**src/skt_pkg.sv**
```systemverilog
// Package of the sorted key table: status and request codes, the command
// struct that the controller hands to every cell. No dependencies.
`timescale 1ns / 1ps
`default_nettype none

package skt_pkg;

    localparam int KEY_W   = 32;
    localparam int VALUE_W = 32;
    localparam int SLOT_W  = 6;
    localparam int STAT_W  = 2;

    localparam logic [STAT_W-1:0] ST_OK   = 2'd0;
    localparam logic [STAT_W-1:0] ST_MISS = 2'd1;
    localparam logic [STAT_W-1:0] ST_FULL = 2'd2;

    localparam logic REQ_FIND   = 1'b0;
    localparam logic REQ_INSERT = 1'b1;

    // Command broadcast to the cell chain for one cycle.
    typedef struct packed {
        logic find_en;
        logic ins_en;
    } cmd_t;

endpackage

`default_nettype wire

```
**src/skt_cell.sv**
```systemverilog
// One slot of the sorted key table: holds a key/value pair, compares it with
// the request key and shifts from its upper neighbour on insert. Uses skt_pkg.
`timescale 1ns / 1ps
`default_nettype none

module skt_cell
    import skt_pkg::*;
(
    input  wire logic               clk,
    input  wire logic               rst_n,
    input  wire cmd_t               cmd,
    input  wire logic [KEY_W-1:0]   req_key,
    input  wire logic [VALUE_W-1:0] req_value,
    input  wire logic               prev_ge,
    input  wire logic [KEY_W-1:0]   prev_key,
    input  wire logic [VALUE_W-1:0] prev_value,
    input  wire logic               next_ge,
    output logic                    ge,
    output logic [KEY_W-1:0]        key_q,
    output logic [VALUE_W-1:0]      value_q,
    output logic                    hit
);

    logic [KEY_W-1:0]   key_reg;
    logic [KEY_W-1:0]   key_next;
    logic [VALUE_W-1:0] value_reg;
    logic [VALUE_W-1:0] value_next;
    logic               hit_reg;
    logic               hit_next;
    logic               ins_here;

    assign ge       = (key_reg >= req_key);
    // The insert point is the first slot whose key is smaller than the new key.
    assign ins_here = !ge && prev_ge;

    always_comb
    begin
        key_next   = key_reg;
        value_next = value_reg;
        if (cmd.ins_en)
        begin
            if (!prev_ge)
            begin
                key_next   = prev_key;
                value_next = prev_value;
            end
            else if (ins_here)
            begin
                key_next   = req_key;
                value_next = req_value;
            end
        end
        // A find hits the last slot of the run whose keys are at least the request, if its key is equal.
        hit_next = (cmd.find_en && ge && !next_ge && (key_reg == req_key)) ||
                   (cmd.ins_en && ins_here);
    end

    always_ff @(posedge clk or negedge rst_n)
    begin
        if (!rst_n)
        begin
            key_reg   <= '0;
            value_reg <= '0;
            hit_reg   <= 1'b0;
        end
        else
        begin
            key_reg   <= key_next;
            value_reg <= value_next;
            hit_reg   <= hit_next;
        end
    end

    assign key_q   = key_reg;
    assign value_q = value_reg;
    assign hit     = hit_reg;

endmodule

`default_nettype wire

```
**config.mk**
```make
export PLATFORM = sky130hd
export DESIGN_NAME = skt_cell
export DESIGN_NICKNAME = d
export VERILOG_FILES = /design/src/skt_pkg.sv /design/src/skt_cell.sv
export SDC_FILE = /design/constraint.sdc
export NUM_CORES = 1
export LEC_CHECK = 0
export ABC_CLOCK_PERIOD_IN_PS = 3800
export BUFFER_PORTS_ARGS = -buffer_cell sky130_fd_sc_hd__buf_4
export CAP_MARGIN = 15
export CORE_ASPECT_RATIO = 0.5
export CORE_UTILIZATION = 51
export DETAILED_ROUTE_END_ITERATION = 8
export GPL_TIMING_DRIVEN = 0
export PLACE_DENSITY = 0.86
export SYNTH_ARGS = -nofsm -noshare
export SYNTH_HDL_FRONTEND = slang
export SYNTH_SLANG_ARGS = --single-unit
```
**constraint.sdc**
```tcl
create_clock -name clk -period 3.8 [get_ports clk]
set_clock_uncertainty 0.2 [all_clocks]
set_input_delay 0.57 -clock clk [delete_from_list [all_inputs] [get_ports clk]]
set_output_delay 0.57 -clock clk [all_outputs]
set_load 0.01 [all_outputs]
```
* After elaboration in Yosys (flattened, before gate mapping)
Cells that the tools add are included.
** Operators by class
- Magnitude comparators :: 1
- Equality and inequality tests :: 2
- Multiplexer cells :: 4
- Reductions and logical operators :: 9
** Operators by type and width (number)
- $mux W32 :: 4
- $eq A32 B32 Y1 :: 1
- $ge A32 B32 Y1 :: 1
- $logic_and A1 B1 Y1 :: 5
- $logic_not A1 Y1 :: 2
- $ne A2 B1 Y1 const B :: 1
- $reduce_and A2 Y1 :: 1
- $logic_or A1 B1 Y1 :: 1
** Storage, ports and cells
- Register bits :: 65
- Input bits :: 134
- Output and inout port bits :: 66

* Depth between registers and ports, before layout
- Depth after elaboration :: 5
- Depth in mapped cells :: 10
- Mapped depth without buffers :: 8

* Worst setup path before layout
OpenSTA, ideal clock, no wires.
- Path kind :: input-to-output
- Start :: in req_key[1]
- End :: out ge
- Arrival time :: 1.941 ns
- Setup slack :: 1.089 ns
- Stages :: 8
- Buffers on the path :: 1
- Cell sequence :: inv_1 -> ha_1 -> nor2b_1 -> o211ai_2 -> a2111oi_2 -> o41ai_2 -> buf_2 -> nand2_1
** Between the ends
- Cells in the longest elaborated chain, start to end :: 1
** Ends and longest elaborated chain
- from (decl) :: line skt_cell.sv:12 : input wire logic [KEY_W-1:0] req_key,
- $ge A32 B32 Y1 :: line skt_cell.sv:32 : assign ge = (key_reg >= req_key);
- to (decl) :: line skt_cell.sv:18 : output logic ge,
Every way passes these cells.

* Final worst setup path
- Start :: reg key_reg[1], in the netlist key_q[1]
- End :: out ge
** Between the ends
- Cells in the longest elaborated chain, start to end :: 1
** Ends and longest elaborated chain
- from (decl) :: line skt_cell.sv:24 : logic [KEY_W-1:0] key_reg;
- from (signal assigned) :: line skt_cell.sv:68 : key_reg <= key_next;
- $ge A32 B32 Y1 :: line skt_cell.sv:32
Every way passes these cells.

==> results.json <==
{
  "status": "complete, no violations",
  "syn_nets": 585,
  "nets": 795,
  "dp.cells": 730,
  "postCtsSetupBuffers": 0,
  "synth_commonest_cells": "65 x dfrtp_1, 64 x a211oi_1, 64 x a31oi_1, 64 x mux2i_1",
  "grt_usage_pct": 30.0,
  "synthArstFlopShare_pct": 100,
  "clkTransAtPathRegs_ns": 0.06,
  "critPathMaxFanout": 10,
  "criticalPathCategory": "reg -> out",
  "rsz0062_at_grt": "no",
  "final_cells": 746,
  "rows": 23,
  "syn_avg_cell_area_um2": 10.3,
  "drv_slew": 0,
  "timing.setup.tns_ns": 0,
  "critical_path.slowest_cell": "o41ai_2",
  "tightest_slew_ns": 0.833,
  "cts_tree": "done",
  "drt-initial-drc-count": 339,
  "syn-cell-area_mm2": 0.00431,
  "seq_power_share_pct": 32.3,
  "yosys-top-cells-area": "dfrtp_1 38%, mux2i_1 15%, a211oi_1 11%",
  "register_area_mm2": 0.00163,
  "p_clk_share_pct": 29.7,
  "power_w": 0.00304,
  "power.leakage_nw": 2.99,
  "fin_crit_sh_pct": 86.4,
  "yosysSeqAreaShare_pct": 37.7,
  "p_int_w": 0.00204,
  "totalWireLength_mm": 12.9,
  "maxSlewHeadroom_pct": 44.5,
  "die_y_um": 67.0,
  "yosysMostFrequentCell": "dfrtp_1",
  "peakVddDrop_uv": 317,
  "crit_arrival_ns": 2.51,
  "drc": 0,
  "wl_per_cell_um": 17.3,
  "n_fill_cell": 581,
  "start_kind": "register",
  "grt_pass1_vias": 4156,
  "num_antenna_cells": 0,
  "netSwitchingFraction_pct": 32.9,
  "synth_cells": 419,
  "crit_family": "compound AO/OA/AOI/OAI gates",
  "finalSetupViolCount": 0,
  "numCtsBuffers": 9,
  "port_buffers": 199,
  "synth_top_area_share_pct": 37.7,
  "grt_pass1_wl_mm": 20.5,
  "routed-via-count": 4302,
  "hold_class": "in -> async",
  "core_area_mm2": 0.00809,
  "r2r-end": "key_q[2]",
  "multi_input_area_mm2": 0.00230,
  "pin_count": 200,
  "cts_max_path_buffers": 2,
  "ys_ff_latch": 65,
  "hold_buffers": 0,
  "clk_latency_ns": 0.34,
  "final_area_mm2": 0.00627,
  "max_stage_delay_ns": 0.52,
  "grt_max_degree": 66,
  "path_cells": "ha_1, nor2b_1, o211ai_2, a2111oi_2, o41ai_2, buf_2, nand2_1, buf_4",
  "die_area_mm2": 0.00885,
  "h-tree-depth": 3,
  "switchingPower_w": 0.00100,
  "synth_area_leader_cell": "dfrtp_1",
  "fmax_ghz": 0.305,
  "dpl_worst_slack_ns": 0.568,
  "worst_ep_required_time_ns": 3.03,
  "die_x_um": 132,
  "post_dp_cell_area_mm2": 0.00595,
  "r2r_cells": 9,
  "initial_core_util_pct": 53.3,
  "synth_edf_count": 0,
  "fin_crit_ns": 3.28,
  "rrSetupSlack_ns": 0.98,
  "cts.sinks": 65,
  "gr-total-overflow": 0,
  "yosysUniqueCellTypes": 35,
  "crit_path_end_kind": "output port",
  "area_growth_pct": 45.4,
  "drive_above_1_share_pct": 38.0,
  "pwr-share-comb_pct": 38.0,
  "antenna_found_initial": 0,
  "ys.flop_type": "dfrtp_1",
  "finalHoldViolCount": 0,
  "ys_warn_count": 0,
  "cp_num_buf_inv": 2,
  "worst_slack_ns": 0.518,
  "routed_via_density": 5.77,
  "post_cts_resized": 0,
  "dr.pass1.iters": 5,
  "cts-root-buf": "clkbuf_16",
  "hpwl_mm": 9.47,
  "pwr_density_cell_mw_per_mm2": 485,
  "ant_nets": 0,
  "drv_cap": 0,
  "reg2reg_from": "key_q[1]",
  "routabilityCongestion": 0.841
}
[layout by cell type (no fill, tap or decap), types with 2 or more instances in the layout]
cell       count
a211oi_1      64
a21o_1         2
a21oi_1       12
a31oi_1       64
buf_2          7
buf_4        200
buf_6         13
bufinv_16      2
clkbuf_1      22
clkbuf_16      9
dfrtp_1       65
ha_1          32
inv_1         32
mux2i_1       64
nand2_1        8
nand4_1        6
nand4_2        2
nor2_1         2
nor2b_1        2
nor4_2         2
o21a_1         2
o21ai_0        4
[logic make-up (layout without fill, tap and decap cells)]
| group | Yosys count | count (layout) | synth area share [%] |
|---|---|---|---|
| adder cells (fa/ha/maj) | 32 | 32 | 9.29 |
| multiplexers | 64 | 64 | 14.9 |
| AND/OR/NAND/NOR | 28 | 28 | 4.12 |
| flip-flops | 65 | 65 | 37.7 |
| buffers and inverters | 74 | 289 | 9.00 |
| AO/OA/AOI/OAI | 156 | 156 | 25.0 |
[metrics by stage]
stage | hold WS [ns] | util (%)
floorplan | 0.0744 | -
global placement | 0.333 | 73.5
detailed placement | 0.344 | 73.5
CTS | 0.165 | 77.5
global route | 0.196 | 77.5
finish | 0.124 | 77.5
[final cells by class]
class | count | area share [%]
tap | 112 | 2.24
timing repair buffer | 199 | 23.8
inverter | 32 | 1.92
clock inverter | 4 | 1.22
multi-input combinational | 280 | 36.6
clock buffer | 12 | 3.93
buffer | 42 | 4.27
sequential | 65 | 25.9
[worst reg2reg max path, stage by stage (launching register included)]
cell and delay, ns:
dfrtp_1 0.39, ha_1 0.29, nor2b_1 0.14, o211ai_2 0.15, a2111oi_2 0.09, o41ai_2 0.52
buf_2 0.33, buf_2 0.28, a211oi_1 0.14, a31oi_1 0.20
[worst max-delay path by stage]
| stage | from | to | slack (ns) | depth (start not counted) |
|---|---|---|---|---|
| 6_report | key_q[1] | ge | 0.52 | 8 |
| 5_1_grt | key_q[3] | ge | 0.36 | 7 |
| 4_1_cts | key_q[1] | ge | 0.52 | 8 |
| 3_5_place_dp | req_key[1] | ge | 0.57 | 10 |
| 3_3_place_gp | req_key[1] | ge | 0.56 | 10 |
| 2_1_floorplan | req_key[1] | ge | 1.09 | 8 |
[power by group through the flow]
stage / Sequential [W] / Combinational [W] / Clock [W]
4_1_cts: 0.000981 / 0.00115 / 0.000905
5_1_grt: 0.00100 / 0.00125 / 0.000942
6_report: 0.000983 / 0.00116 / 0.000902
2_1_floorplan: 0.00105 / 0.000533 / 0
3_5_place_dp: 0.000989 / 0.00114 / 0
3_3_place_gp: 0.000986 / 0.00111 / 0
[routing by layer]
layer	track usage, %	routed length, um	up-vias
met5	0	0	-
met1	38.3	5470	2035
met3	7.00	883	24
met2	50.4	6270	183
li1	-	-	2060
met4	10.3	261	0
(Power assumes the default switching activity.)
